File: src/rtl/core/lfu_pkg.sv
// Shared types and constants for the LFU cache controller.
// Depends on nothing; the interfaces and top level import it.
package lfu_pkg;

  // Field widths fixed by the request and response formats.
  localparam int KEY_W = 32;
  localparam int VAL_W = 32;
  localparam int CNT_W = 16;
  localparam int CFG_W = 5;

  // Largest use count; a use at this value saturates.
  localparam logic [CNT_W-1:0] CNT_MAX = {CNT_W{1'b1}};

  // Value returned by a get that misses.
  localparam logic [VAL_W-1:0] MISS_VALUE = {VAL_W{1'b1}};

  // Request operation codes.
  localparam logic KIND_GET = 1'b0;
  localparam logic KIND_PUT = 1'b1;

  // Sequencer states.
  typedef enum logic [1:0] {
    ST_IDLE,
    ST_SCAN,
    ST_DECIDE,
    ST_UPDATE
  } lfu_state_e;

endpackage

File: src/rtl/core/lfu_if.sv
// Request and response channel interfaces of the LFU cache controller.
// Depends on lfu_pkg for the field widths.
interface lfu_req_if;
  import lfu_pkg::*;

  logic                    valid;
  logic                    ready;
  logic                    kind;
  logic signed [KEY_W-1:0] key;
  logic signed [VAL_W-1:0] value;

  modport source (output valid, kind, key, value, input ready);
  modport sink   (input valid, kind, key, value, output ready);
endinterface

interface lfu_rsp_if;
  import lfu_pkg::*;

  logic                    valid;
  logic                    ready;
  logic                    hit;
  logic signed [VAL_W-1:0] read_value;

  modport source (output valid, hit, read_value, input ready);
  modport sink   (input valid, hit, read_value, output ready);
endinterface

File: src/rtl/core/lfu_store.sv
// Entry storage of the LFU cache: one write port, one registered read port.
// Depends on nothing; the entry layout is set by the instantiating module.
module lfu_store #(
  parameter int DEPTH = 16,
  parameter int DW    = 84,
  parameter int AW    = 4
) (
  input  logic          clk_i,
  input  logic          rd_en_i,
  input  logic [AW-1:0] rd_addr_i,
  output logic [DW-1:0] rd_data_o,
  input  logic          wr_en_i,
  input  logic [AW-1:0] wr_addr_i,
  input  logic [DW-1:0] wr_data_i
);

  logic [DW-1:0] mem_q [DEPTH];
  logic [DW-1:0] rd_data_q;

  // Write port.
  always_ff @(posedge clk_i) begin
    if (wr_en_i) begin
      mem_q[wr_addr_i] <= wr_data_i;
    end
  end

  // Registered read port.
  always_ff @(posedge clk_i) begin
    if (rd_en_i) begin
      rd_data_q <= mem_q[rd_addr_i];
    end
  end

  assign rd_data_o = rd_data_q;

endmodule

File: src/rtl/core/lfu_cache_controller.sv
// LFU cache controller with least-recently-used tie-break, top level.
// Depends on lfu_pkg, the lfu_req_if and lfu_rsp_if interfaces and lfu_store.
//
// A request on req carries kind (get or put), key and value; each request
// yields exactly one response on rsp with hit and read_value. A get hit
// returns the stored value, a get miss returns -1 and a put returns 0.
// The user writes the capacity register (cfg_we_i, cfg_wdata_i) only while
// the block is idle (it does not enforce this); values above CAPACITY are clamped.
//
// Each request is handled by one sequencer that walks the entry memory one
// entry per cycle through its single read port: a scan pass finds the key,
// the first free slot and the eviction victim, then an update pass rewrites
// ranks and counts. The response is registered at the decision step after the
// scan pass. req.ready is high again after the update pass when the entries
// change, and once the decision step is done for a get miss or a put at
// capacity zero.
// The response register holds its response until rsp.ready; a stalled
// receiver holds the sequencer at its decision step, so nothing is lost.
// Reset empties the cache and sets the capacity to min(16, CAPACITY).
module lfu_cache_controller #(
  parameter int CAPACITY = 16
) (
  input  logic                        clk_i,
  input  logic                        rst_ni,
  input  logic                        cfg_we_i,
  input  logic [lfu_pkg::CFG_W-1:0]   cfg_wdata_i,
  lfu_req_if.sink                     req,
  lfu_rsp_if.source                   rsp
);
  import lfu_pkg::*;

  localparam int IW      = (CAPACITY > 1) ? $clog2(CAPACITY) : 1;
  localparam int PW      = $clog2(CAPACITY + 1);
  localparam int CMPW    = (PW > CFG_W) ? PW : CFG_W;
  localparam int CAP_LIM = (CAPACITY < 31) ? CAPACITY : 31;
  localparam int CAP_RST = (CAPACITY < 16) ? CAPACITY : 16;

  typedef struct packed {
    logic [KEY_W-1:0] key;
    logic [VAL_W-1:0] value;
    logic [CNT_W-1:0] cnt;
    logic [IW-1:0]    rank;
  } entry_t;

  localparam int EW = $bits(entry_t);

  // Control state.
  lfu_state_e          state_q, state_d;
  logic [PW-1:0]       ptr_q, ptr_d;
  logic                rd_vld_q, rd_vld_d;
  logic [IW-1:0]       rd_idx_q, rd_idx_d;
  logic [CAPACITY-1:0] valid_q, valid_d;
  logic [PW-1:0]       occ_q, occ_d;
  logic [CFG_W-1:0]    cap_q, cap_d;
  logic                rsp_valid_q, rsp_valid_d;

  // Request and scan results.
  logic                op_kind_q, op_kind_d;
  logic [KEY_W-1:0]    op_key_q, op_key_d;
  logic [VAL_W-1:0]    op_val_q, op_val_d;
  logic                found_q, found_d;
  logic [IW-1:0]       e_idx_q, e_idx_d;
  logic [VAL_W-1:0]    e_val_q, e_val_d;
  logic [IW-1:0]       e_rank_q, e_rank_d;
  logic                free_found_q, free_found_d;
  logic [IW-1:0]       free_idx_q, free_idx_d;
  logic                vic_found_q, vic_found_d;
  logic [IW-1:0]       vic_idx_q, vic_idx_d;
  logic [CNT_W-1:0]    vic_cnt_q, vic_cnt_d;
  logic [IW-1:0]       vic_rank_q, vic_rank_d;
  logic                ins_q, ins_d;
  logic                evict_q, evict_d;
  logic [IW-1:0]       slot_q, slot_d;
  logic                rsp_hit_q, rsp_hit_d;
  logic [VAL_W-1:0]    rsp_val_q, rsp_val_d;

  // Memory ports.
  logic          rd_en;
  logic [EW-1:0] rd_data;
  logic          wr_en;
  logic [IW-1:0] wr_addr;
  entry_t        wr_ent;
  entry_t        rd_ent;
  logic          ent_v;
  logic          last;
  logic          do_evict;
  logic          slot_ok;
  logic [IW-1:0] slot_pick;

  lfu_store #(
    .DEPTH (CAPACITY),
    .DW    (EW),
    .AW    (IW)
  ) u_store (
    .clk_i     (clk_i),
    .rd_en_i   (rd_en),
    .rd_addr_i (ptr_q[IW-1:0]),
    .rd_data_o (rd_data),
    .wr_en_i   (wr_en),
    .wr_addr_i (wr_addr),
    .wr_data_i (wr_ent)
  );

  assign rd_ent = entry_t'(rd_data);
  assign ent_v  = valid_q[rd_idx_q];
  assign last   = rd_vld_q && (rd_idx_q == IW'(CAPACITY - 1));

  // Handshake outputs.
  assign req.ready      = (state_q == ST_IDLE);
  assign rsp.valid      = rsp_valid_q;
  assign rsp.hit        = rsp_hit_q;
  assign rsp.read_value = rsp_val_q;

  // Replacement decision for a put that misses.
  always_comb begin
    do_evict  = (CMPW'(occ_q) >= CMPW'(cap_q)) && vic_found_q;
    slot_pick = free_idx_q;
    slot_ok   = free_found_q;
    if (do_evict) begin
      slot_ok = 1'b1;
      if (!free_found_q || (vic_idx_q < free_idx_q)) begin
        slot_pick = vic_idx_q;
      end
    end
  end

  // Sequencer: next state, scan bookkeeping and entry rewrites.
  always_comb begin
    state_d      = state_q;
    ptr_d        = ptr_q;
    valid_d      = valid_q;
    occ_d        = occ_q;
    cap_d        = cap_q;
    op_kind_d    = op_kind_q;
    op_key_d     = op_key_q;
    op_val_d     = op_val_q;
    found_d      = found_q;
    e_idx_d      = e_idx_q;
    e_val_d      = e_val_q;
    e_rank_d     = e_rank_q;
    free_found_d = free_found_q;
    free_idx_d   = free_idx_q;
    vic_found_d  = vic_found_q;
    vic_idx_d    = vic_idx_q;
    vic_cnt_d    = vic_cnt_q;
    vic_rank_d   = vic_rank_q;
    ins_d        = ins_q;
    evict_d      = evict_q;
    slot_d       = slot_q;
    rsp_hit_d    = rsp_hit_q;
    rsp_val_d    = rsp_val_q;
    rsp_valid_d  = rsp_valid_q && !rsp.ready;
    rd_en        = 1'b0;
    wr_en        = 1'b0;
    wr_addr      = rd_idx_q;
    wr_ent       = rd_ent;

    // Capacity register, clamped to the number of slots.
    if (cfg_we_i) begin
      cap_d = (int'(cfg_wdata_i) > CAP_LIM) ? CFG_W'(CAP_LIM) : cfg_wdata_i;
    end

    case (state_q)
      ST_IDLE: begin
        if (req.valid) begin
          op_kind_d    = req.kind;
          op_key_d     = req.key;
          op_val_d     = req.value;
          found_d      = 1'b0;
          free_found_d = 1'b0;
          vic_found_d  = 1'b0;
          ptr_d        = '0;
          state_d      = ST_SCAN;
        end
      end

      ST_SCAN: begin
        rd_en = (ptr_q < PW'(CAPACITY));
        if (rd_en) begin
          ptr_d = ptr_q + PW'(1);
        end
        if (rd_vld_q) begin
          // First valid entry with a matching key.
          if (ent_v && !found_q && (rd_ent.key == op_key_q)) begin
            found_d  = 1'b1;
            e_idx_d  = rd_idx_q;
            e_val_d  = rd_ent.value;
            e_rank_d = rd_ent.rank;
          end
          // Lowest free slot.
          if (!ent_v && !free_found_q) begin
            free_found_d = 1'b1;
            free_idx_d   = rd_idx_q;
          end
          // Victim: smallest count, then the oldest touch.
          if (ent_v && (!vic_found_q || (rd_ent.cnt < vic_cnt_q) ||
              ((rd_ent.cnt == vic_cnt_q) && (rd_ent.rank > vic_rank_q)))) begin
            vic_found_d = 1'b1;
            vic_idx_d   = rd_idx_q;
            vic_cnt_d   = rd_ent.cnt;
            vic_rank_d  = rd_ent.rank;
          end
        end
        if (last) begin
          state_d = ST_DECIDE;
        end
      end

      ST_DECIDE: begin
        if (!rsp_valid_q || rsp.ready) begin
          rsp_valid_d = 1'b1;
          rsp_hit_d   = found_q;
          ptr_d       = '0;
          ins_d       = 1'b0;
          evict_d     = do_evict;
          slot_d      = slot_pick;
          state_d     = ST_IDLE;
          if (op_kind_q == KIND_GET) begin
            rsp_val_d = found_q ? e_val_q : MISS_VALUE;
            if (found_q) begin
              state_d = ST_UPDATE;
            end
          end else begin
            rsp_val_d = '0;
            if (cap_q != '0) begin
              if (found_q) begin
                state_d = ST_UPDATE;
              end else if (slot_ok) begin
                ins_d   = 1'b1;
                state_d = ST_UPDATE;
              end
            end
          end
        end
      end

      ST_UPDATE: begin
        rd_en = (ptr_q < PW'(CAPACITY));
        if (rd_en) begin
          ptr_d = ptr_q + PW'(1);
        end
        if (rd_vld_q) begin
          if (!ins_q) begin
            // Touch: the hit entry becomes the youngest, younger ones age.
            wr_en = ent_v;
            if (rd_idx_q == e_idx_q) begin
              wr_ent.rank = '0;
              if (rd_ent.cnt != CNT_MAX) begin
                wr_ent.cnt = rd_ent.cnt + CNT_W'(1);
              end
              if (op_kind_q == KIND_PUT) begin
                wr_ent.value = op_val_q;
              end
            end else if (rd_ent.rank < e_rank_q) begin
              wr_ent.rank = rd_ent.rank + IW'(1);
            end
          end else begin
            // Insert, after removing the victim when the cache is full.
            if (rd_idx_q == slot_q) begin
              wr_en        = 1'b1;
              wr_ent.key   = op_key_q;
              wr_ent.value = op_val_q;
              wr_ent.cnt   = CNT_W'(1);
              wr_ent.rank  = '0;
              valid_d[rd_idx_q] = 1'b1;
            end else if (evict_q && (rd_idx_q == vic_idx_q)) begin
              valid_d[rd_idx_q] = 1'b0;
            end else if (ent_v) begin
              wr_en = 1'b1;
              if (evict_q && (rd_ent.rank > vic_rank_q)) begin
                wr_ent.rank = rd_ent.rank;
              end else begin
                wr_ent.rank = rd_ent.rank + IW'(1);
              end
            end
          end
        end
        if (last) begin
          if (ins_q) begin
            occ_d = evict_q ? occ_q : occ_q + PW'(1);
          end
          state_d = ST_IDLE;
        end
      end

      default: begin
        state_d = ST_IDLE;
      end
    endcase
  end

  assign rd_vld_d = rd_en;
  assign rd_idx_d = ptr_q[IW-1:0];

  // Control registers.
  always_ff @(posedge clk_i or negedge rst_ni) begin
    if (!rst_ni) begin
      state_q     <= ST_IDLE;
      ptr_q       <= '0;
      rd_vld_q    <= 1'b0;
      valid_q     <= '0;
      occ_q       <= '0;
      cap_q       <= CFG_W'(CAP_RST);
      rsp_valid_q <= 1'b0;
    end else begin
      state_q     <= state_d;
      ptr_q       <= ptr_d;
      rd_vld_q    <= rd_vld_d;
      valid_q     <= valid_d;
      occ_q       <= occ_d;
      cap_q       <= cap_d;
      rsp_valid_q <= rsp_valid_d;
    end
  end

  // Payload and scan result registers.
  always_ff @(posedge clk_i) begin
    rd_idx_q     <= rd_idx_d;
    op_kind_q    <= op_kind_d;
    op_key_q     <= op_key_d;
    op_val_q     <= op_val_d;
    found_q      <= found_d;
    e_idx_q      <= e_idx_d;
    e_val_q      <= e_val_d;
    e_rank_q     <= e_rank_d;
    free_found_q <= free_found_d;
    free_idx_q   <= free_idx_d;
    vic_found_q  <= vic_found_d;
    vic_idx_q    <= vic_idx_d;
    vic_cnt_q    <= vic_cnt_d;
    vic_rank_q   <= vic_rank_d;
    ins_q        <= ins_d;
    evict_q      <= evict_d;
    slot_q       <= slot_d;
    rsp_hit_q    <= rsp_hit_d;
    rsp_val_q    <= rsp_val_d;
  end

endmodule

File: src/flat_wrapper.sv
// flat-port wrapper written by rule: the top's interface ports become plain ports
module lfu_cache_controller_flat import lfu_pkg::*;
#(
  parameter int CAPACITY = 16
)
  (clk_i, rst_ni, cfg_we_i, cfg_wdata_i, req_valid, req_kind, req_key, req_value, req_ready, rsp_valid, rsp_hit, rsp_read_value, rsp_ready);
  lfu_req_if req_i ();
  lfu_rsp_if rsp_i ();
  input  logic clk_i;
  input  logic rst_ni;
  input  logic cfg_we_i;
  input  logic [lfu_pkg::CFG_W-1:0] cfg_wdata_i;
  input wire logic [$bits(req_i.valid)-1:0] req_valid;
  input wire logic [$bits(req_i.kind)-1:0] req_kind;
  input wire logic [$bits(req_i.key)-1:0] req_key;
  input wire logic [$bits(req_i.value)-1:0] req_value;
  output wire logic [$bits(req_i.ready)-1:0] req_ready;
  output wire logic [$bits(rsp_i.valid)-1:0] rsp_valid;
  output wire logic [$bits(rsp_i.hit)-1:0] rsp_hit;
  output wire logic [$bits(rsp_i.read_value)-1:0] rsp_read_value;
  input wire logic [$bits(rsp_i.ready)-1:0] rsp_ready;
  assign req_i.valid = req_valid;
  assign req_i.kind = req_kind;
  assign req_i.key = req_key;
  assign req_i.value = req_value;
  assign req_ready = req_i.ready;
  assign rsp_valid = rsp_i.valid;
  assign rsp_hit = rsp_i.hit;
  assign rsp_read_value = rsp_i.read_value;
  assign rsp_i.ready = rsp_ready;
  lfu_cache_controller #(.CAPACITY(CAPACITY)) u_core (.clk_i(clk_i), .rst_ni(rst_ni), .cfg_we_i(cfg_we_i), .cfg_wdata_i(cfg_wdata_i), .req(req_i), .rsp(rsp_i));
endmodule
File: config.mk
export PLATFORM = sky130hd
export DESIGN_NAME = lfu_cache_controller_flat
export DESIGN_NICKNAME = d
export VERILOG_FILES = /design/src/rtl/core/lfu_pkg.sv /design/src/rtl/core/lfu_if.sv /design/src/rtl/core/lfu_store.sv /design/src/rtl/core/lfu_cache_controller.sv /design/src/flat_wrapper.sv
export SDC_FILE = /design/constraint.sdc
export NUM_CORES = 2
export LEC_CHECK = 0
export BUFFER_PORTS_ARGS = -buffer_cell sky130_fd_sc_hd__buf_2
export CAP_MARGIN = 40
export CORE_MARGIN = 3
export CORE_UTILIZATION = 25
export CTS_BUF_LIST = sky130_fd_sc_hd__clkbuf_8
export CTS_CLUSTER_SIZE = 28
export DETAILED_ROUTE_END_ITERATION = 12
export SYNTH_ARGS = -nofsm -noshare
export SYNTH_HDL_FRONTEND = slang
export SYNTH_SLANG_ARGS = --single-unit
File: constraint.sdc
create_clock -name clk_i -period 10.51 [get_ports clk_i]
set_input_delay 1.051 -clock clk_i [delete_from_list [all_inputs] [get_ports clk_i]]
set_output_delay 1.051 -clock clk_i [all_outputs]
set_load 0.005 [all_outputs]
; ---- Word level (Yosys, flattened, before mapping)
; Memories as Yosys holds them, arrays and structs flattened. A register that Yosys moved wholly into a read port is not among the register bits.
; Index checks and enable logic that the tools add are counted.
[totals]
reg_bits = 214
ram_bits = 1344
out_inout_bits = 35
mem_count = 1
[memory_table]
columns = memory, depth, word_bits, rd, rd_clocked_by_memory_dff, wr, line_no
row1 = u_core.u_store.mem_q, 16, 84, 1, 1, 1, lfu_store.sv:17  ; logic [DW-1:0] mem_q [DEPTH];
[classes]
n_addsub = 4
order_cmp = 9
n_eq_ne = 19
muxes = 61
n_bitwise = 6
n_reduce_logical = 39
[op_table]
columns = op, count
row1 = 84-bit two-way mux, 2
row2 = 32-bit two-way mux, 3
row3 = 80-bit two-way mux, 1
row4 = 52-bit two-way mux, 1
row5 = 16-bit two-way mux, 3
row6 = 48-bit two-way mux, 1
row7 = 32-bit equality test, 1
row8 = 4-bit two-way mux, 8
row9 = 4-bit AND reduction, 6
row10 = 1-bit two-way mux, 22
row11 = 5-bit two-way mux, 4
row12 = 2-bit two-way mux, 9
row13 = "16-bit by 1-bit adder with 16-bit output, second input constant", 1
row14 = 16-bit AND, 1
row15 = 16-bit equality test, 1
row16 = 16-bit less-than comparator, 1
row17 = "16-bit inequality test, second input constant", 1
row18 = "2-bit by 1-bit inequality test with 1-bit output, second input constant", 8
row19 = 16-bit inverter, 1
row20 = 16-bit bitwise OR, 1
row21 = 5-bit one-hot mux with 3 select lines, 1
row22 = 4-bit equality test, 3
row23 = 3-bit AND reduction, 4
row24 = 1-bit logical AND, 11
row25 = other kinds (26), 43

; ---- Logic depth before layout (Yosys ltp)
[logic_depth]
word_depth = 10
mapped_depth = 8
mapped_depth_nobuf = 8

; ---- Modules after synthesis
; A second synthesis with hierarchy kept.
[unflattened]
hier_cells = 3013
hier_area_um2 = 63200.6
[modules_own_cells]
columns = module, instances, cells_each, area_per_inst_um2, seq_area_each_um2
row1 = lfu_store, 1, 2154, 52889.5, 42881.1
row2 = lfu_cache_controller, 1, 859, 10311.1, 6212.2

; ---- Worst setup path after synthesis
; Ideal clock, no wire load.
[synth_timing]
path_type = reg-to-reg
from = register u_core.rd_idx_q[1]
to = memory u_core.u_store.mem_q[8][0], enable pin
setup_ps = 630
arrival_ps = 7365
t_required_ps = 9880
path_slack_ps = 2516
path_stages_with_launch = 9
path_buffers = 2
period_less_slack_ps = 7994
path_cell_list = dfxtp_1 > buf_6 > xor2_1 > or4_4 > buf_6 > nor2_8 > a21o_1 > nand2_1 > nor3_1
[synth_via]
elab_chain_cells = 10
elab_cells_between_ends = 13
cone_classes = eq/ne: 2 / mux: 10 / reduce/logical: 1
[synth_rtl]
columns = item, line_no
row1 = from (decl), lfu_cache_controller.sv:51  ; logic [IW-1:0] rd_idx_q, rd_idx_d;
row2 = from (signal assigned), lfu_cache_controller.sv:318  ; rd_idx_q <= rd_idx_d;
row3 = 1-bit binary-select mux with 4-bit select, lfu_cache_controller.sv:105  ; assign ent_v = valid_q[rd_idx_q];
row4 = 1-bit two-way mux (implied by the code), lfu_cache_controller.sv:105
row5 = 1-bit two-way mux, lfu_cache_controller.sv:268  ; end else if (ent_v) begin
row6 = 1-bit two-way mux, lfu_cache_controller.sv:266  ; end else if (evict_q && (rd_idx_q == vic_idx_q)) begin
row7 = 1-bit two-way mux, lfu_cache_controller.sv:259  ; if (rd_idx_q == slot_q) begin
row8 = 1-bit two-way mux, lfu_cache_controller.sv:243  ; if (!ins_q) begin
row9 = 1-bit two-way mux, lfu_cache_controller.sv:242  ; if (rd_vld_q) begin
row10 = 1-bit two-way mux, lfu_cache_controller.sv:163  ; case (state_q)
row11 = 1-bit two-way mux, lfu_store.sv:22  ; if (wr_en_i) begin
row12 = 1-bit two-way mux (implied by the code), lfu_store.sv:23  ; mem_q[wr_addr_i] <= wr_data_i;
row13 = to (decl), lfu_store.sv:17
; Several ways; a longest one is shown, not always the timed one. The select of a mux whose other input is x is not followed.

; ---- Final worst setup path
[layout_timing]
from = register u_core.rd_idx_q[1]
to = memory u_core.u_store.mem_q[6][68], enable pin
; Same word-level chain as after synthesis.

==> flow_summary.toml <==
[pwr]
power_uw = 19000
p_leak_uw = 0.0235
vdd_drop_max_mv = 0.220
power_density_nw_per_um2 = 257

[setup_path]
crit_chain = "buf_4 > xor2_1 > or4_4 > nor2_8 > a21o_1 > nand2_1 > nor2_4 > buf_4 > buf_4"
regToRegSetupSlack_ps = 5950
critPathMaxFanout = 37
critPathLaunchType = "flip-flop"
crit_type = "reg2reg"
end_kind = "flip-flop"
rr_startpoint = "u_core.rd_idx_q[1]"
endpoint = "u_core.u_store.mem_q[6][68]"
cp.required_ps = 11080
crit_arrival_ps = 5130
crit_slowest_cell = "buf_4"
cpMostUsedCell = "buf_4"
cp_top_family = "buffers and inverters"
crit_cells = 9
reg2reg_to = "u_core.u_store.mem_q[6][68]"
slowest_delay_ps = 760
cp.buffers_inverters = 3
crit_start = "u_core.rd_idx_q[1]"
reg2regPathDepth = 9

[grt]
grt-ovfl-total = 0
grt_pass1_wl_um = 218000
antenna_found_initial = 13
grt_max_degree = 158
grt_pass1_vias = 31000
track_usage = 0.114

[yosys]
synth_seq_cells = 1642
synth_enable_flop_cells = 1603
syn_area_per_cell_um2 = 22.4
netlist_instances = 2818
synth_warnings = 0
syn_nets = 2928
yosysSeqAreaShare = 0.778
synth_area_um2 = 63100
ys.flop_type = "edfxtp_1"
yosysTopAreaCellShare = 0.762
synth_area_leaders = "edfxtp_1 (76%), mux4_2 (15%), dfrtp_1 (1.3%)"
yosysUniqueCellTypes = 58
async_flop_share = 0.0213
post-synth-top-area-cell = "edfxtp_1"

[final_layout]
final_nets = 3297
fin_util = 0.295
area_growth_pct = 16.6
drive_above_1_share = 0.311

[sta]
fmaxAchievable_mhz = 219
fin_worst_skew_ps = 120
finalSetupViolCount = 0
final_max_slew_viol_count = 0
fin_setup_tns_ps = 0
hold_viol_final = 0
period_share = 0.434
period_minus_slack_ps = 4560
worst_slew_pin_slew_ps = 1100
rsz0062_at_grt = "false"
slew_headroom = 0.268

[die]
start_util = 0.253
core_um2 = 250000
io_pins = 110
die_h_um = 509
die_width_um = 509
dieArea_um2 = 259000
num_rows = 183

[drt]
vias_per_cell = 4.41
via_count = 29700
routed_wl_um = 149000
firstDrtPassIters = 8
drt.antenna.violating_nets = 0
route.detailed.drc = 0
drt_iter0_markers = 2858
wl_per_cell_um = 22.1

[cts]
cts_max_level = 5
clock_sink_count = 1642
path_clk_slew_ps = 60
cts_tree = "done"
cts_buffer_depth = 4
post_cts_buffers = 0
root_buffer = "clkbuf_8"
cts_buffers = 291
cts_resized = 0
clock_latency_ps = 1020
hold_buffers = 1

[worst_hold_path]
min_path_type = "in2reg"
holdPathStages = 1

[flow_run]
max_cap_violations = 0

[outcome]
status = "finished clean"

[place]
hpwl_um = 82700
place_congestion = 0.731
port_buffers = 109
per-stage QoR:
stage / area [um^2] / setup slack [ps] / instances / hold slack [ps]
2_1_floorplan: 63100 / 2520 / 2818 / 345
3_3_place_gp: 68000 / 5330 / 6195 / 430
6_report: 73600 / 5950 / 6727 / 227
4_1_cts: 73600 / 5880 / 6720 / 107
5_1_grt: 73600 / 5770 / 6725 / 135
3_5_place_dp: 68500 / 5940 / 6221 / 432
layout by cell type (no fill, tap or decap), types with 35 or more instances in the layout:
master and instances:
mux4_2 424, buf_2 110, clkinv_1 66, inv_1 145, clkbuf_8 296, buf_4 72
ha_1 35, nand2_1 140, xor2_1 36, edfxtp_1 1603, a21oi_1 43, clkinv_2 40
per-layer routing:
| layer | track usage | vias to the layer above | part of all wire |
|---|---|---|---|
| li1 | - | 12500 | - |
| met1 | 0.160 | 15900 | 0.45 |
| met2 | 0.176 | 1009 | 0.47 |
| met3 | 0.0269 | 253 | 0.067 |
| met4 | 0.0335 | 8 | 0.022 |
| met5 | 0 | - | 0.00024 |
registers in the layout, indices dropped and copies added (netlist names), 2 cells and up, named ones only:
name / cells
u_core.cap_q: 5
u_core.e_idx_q: 4
u_core.e_rank_q: 4
u_core.e_val_q: 32
u_core.free_idx_q: 4
u_core.occ_q: 5
u_core.op_key_q: 32
u_core.op_val_q: 32
u_core.ptr_q: 5
u_core.rd_idx_q: 4
u_core.rsp.read_value: 32
u_core.slot_q: 4
u_core.state_q: 2
u_core.u_store.mem_q: 1344
u_core.u_store.rd_data_o: 84
u_core.vic_cnt_q: 16
u_core.vic_idx_q: 4
u_core.vic_rank_q: 4
how the worst min path moves through the flow:
stage,to,from
global placement,u_core.e_val_q[4],u_core.u_store.rd_data_o[24]
CTS,u_core.op_key_q[6],req_key[6]
detailed placement,u_core.e_val_q[5],u_core.u_store.rd_data_o[25]
floorplan,u_core.rd_idx_q[2],u_core.ptr_q[2]
finish,u_core.op_val_q[6],req_value[6]
global route,u_core.op_val_q[6],req_value[6]
synth_stat cells (all sizes together) (10+ instances only):
master and count:
edfxtp 1603, nor3 15, xor2 36, buf 52, nand4 19, a21oi 44, o21ai 25, inv 70
clkbuf 78, ha 35, dfrtp 34, mux2 53, nand3 21, nand2b 10, nor2 43, xnor2 14
nand2 140, mux4 424
where the power goes:
group | total [uW] | internal, uW | switching, uW
clock | 5270 | 2720 | 2560
combinational | 4750 | 2060 | 2690
sequential | 8930 | 8580 | 349
total | 19000 | 13400 | 5600
worst reg2reg max path, stage by stage, from the launching register on:
cell and delay (ps):
dfxtp_1 300, buf_4 270, xor2_1 160, or4_4 670, nor2_8 220, a21o_1 190, nand2_1 250, nor2_4 570
buf_4 750, buf_4 770
kinds of logic after synthesis:
logic type      share of synthesized area
flops                               0.778
mux                                 0.161
fa+ha+maj                         0.00694
buf+inv                            0.0133
compound gates                     0.0128
xor+xnor                          0.00694
simple gates                       0.0210
cell type report:
type / instances / area, um^2
fillers: 24300 / 176000
flip-flops and latches: 1642 / 49100
multi-input cells: 976 / 13400
well taps: 3330 / 4170
clock buffers: 296 / 4070
repair buffers: 206 / 1670
clock inverters: 202 / 988
inverters: 70 / 265
diodes: 5 / 12.5
Power figures use the tool's default switching activity.
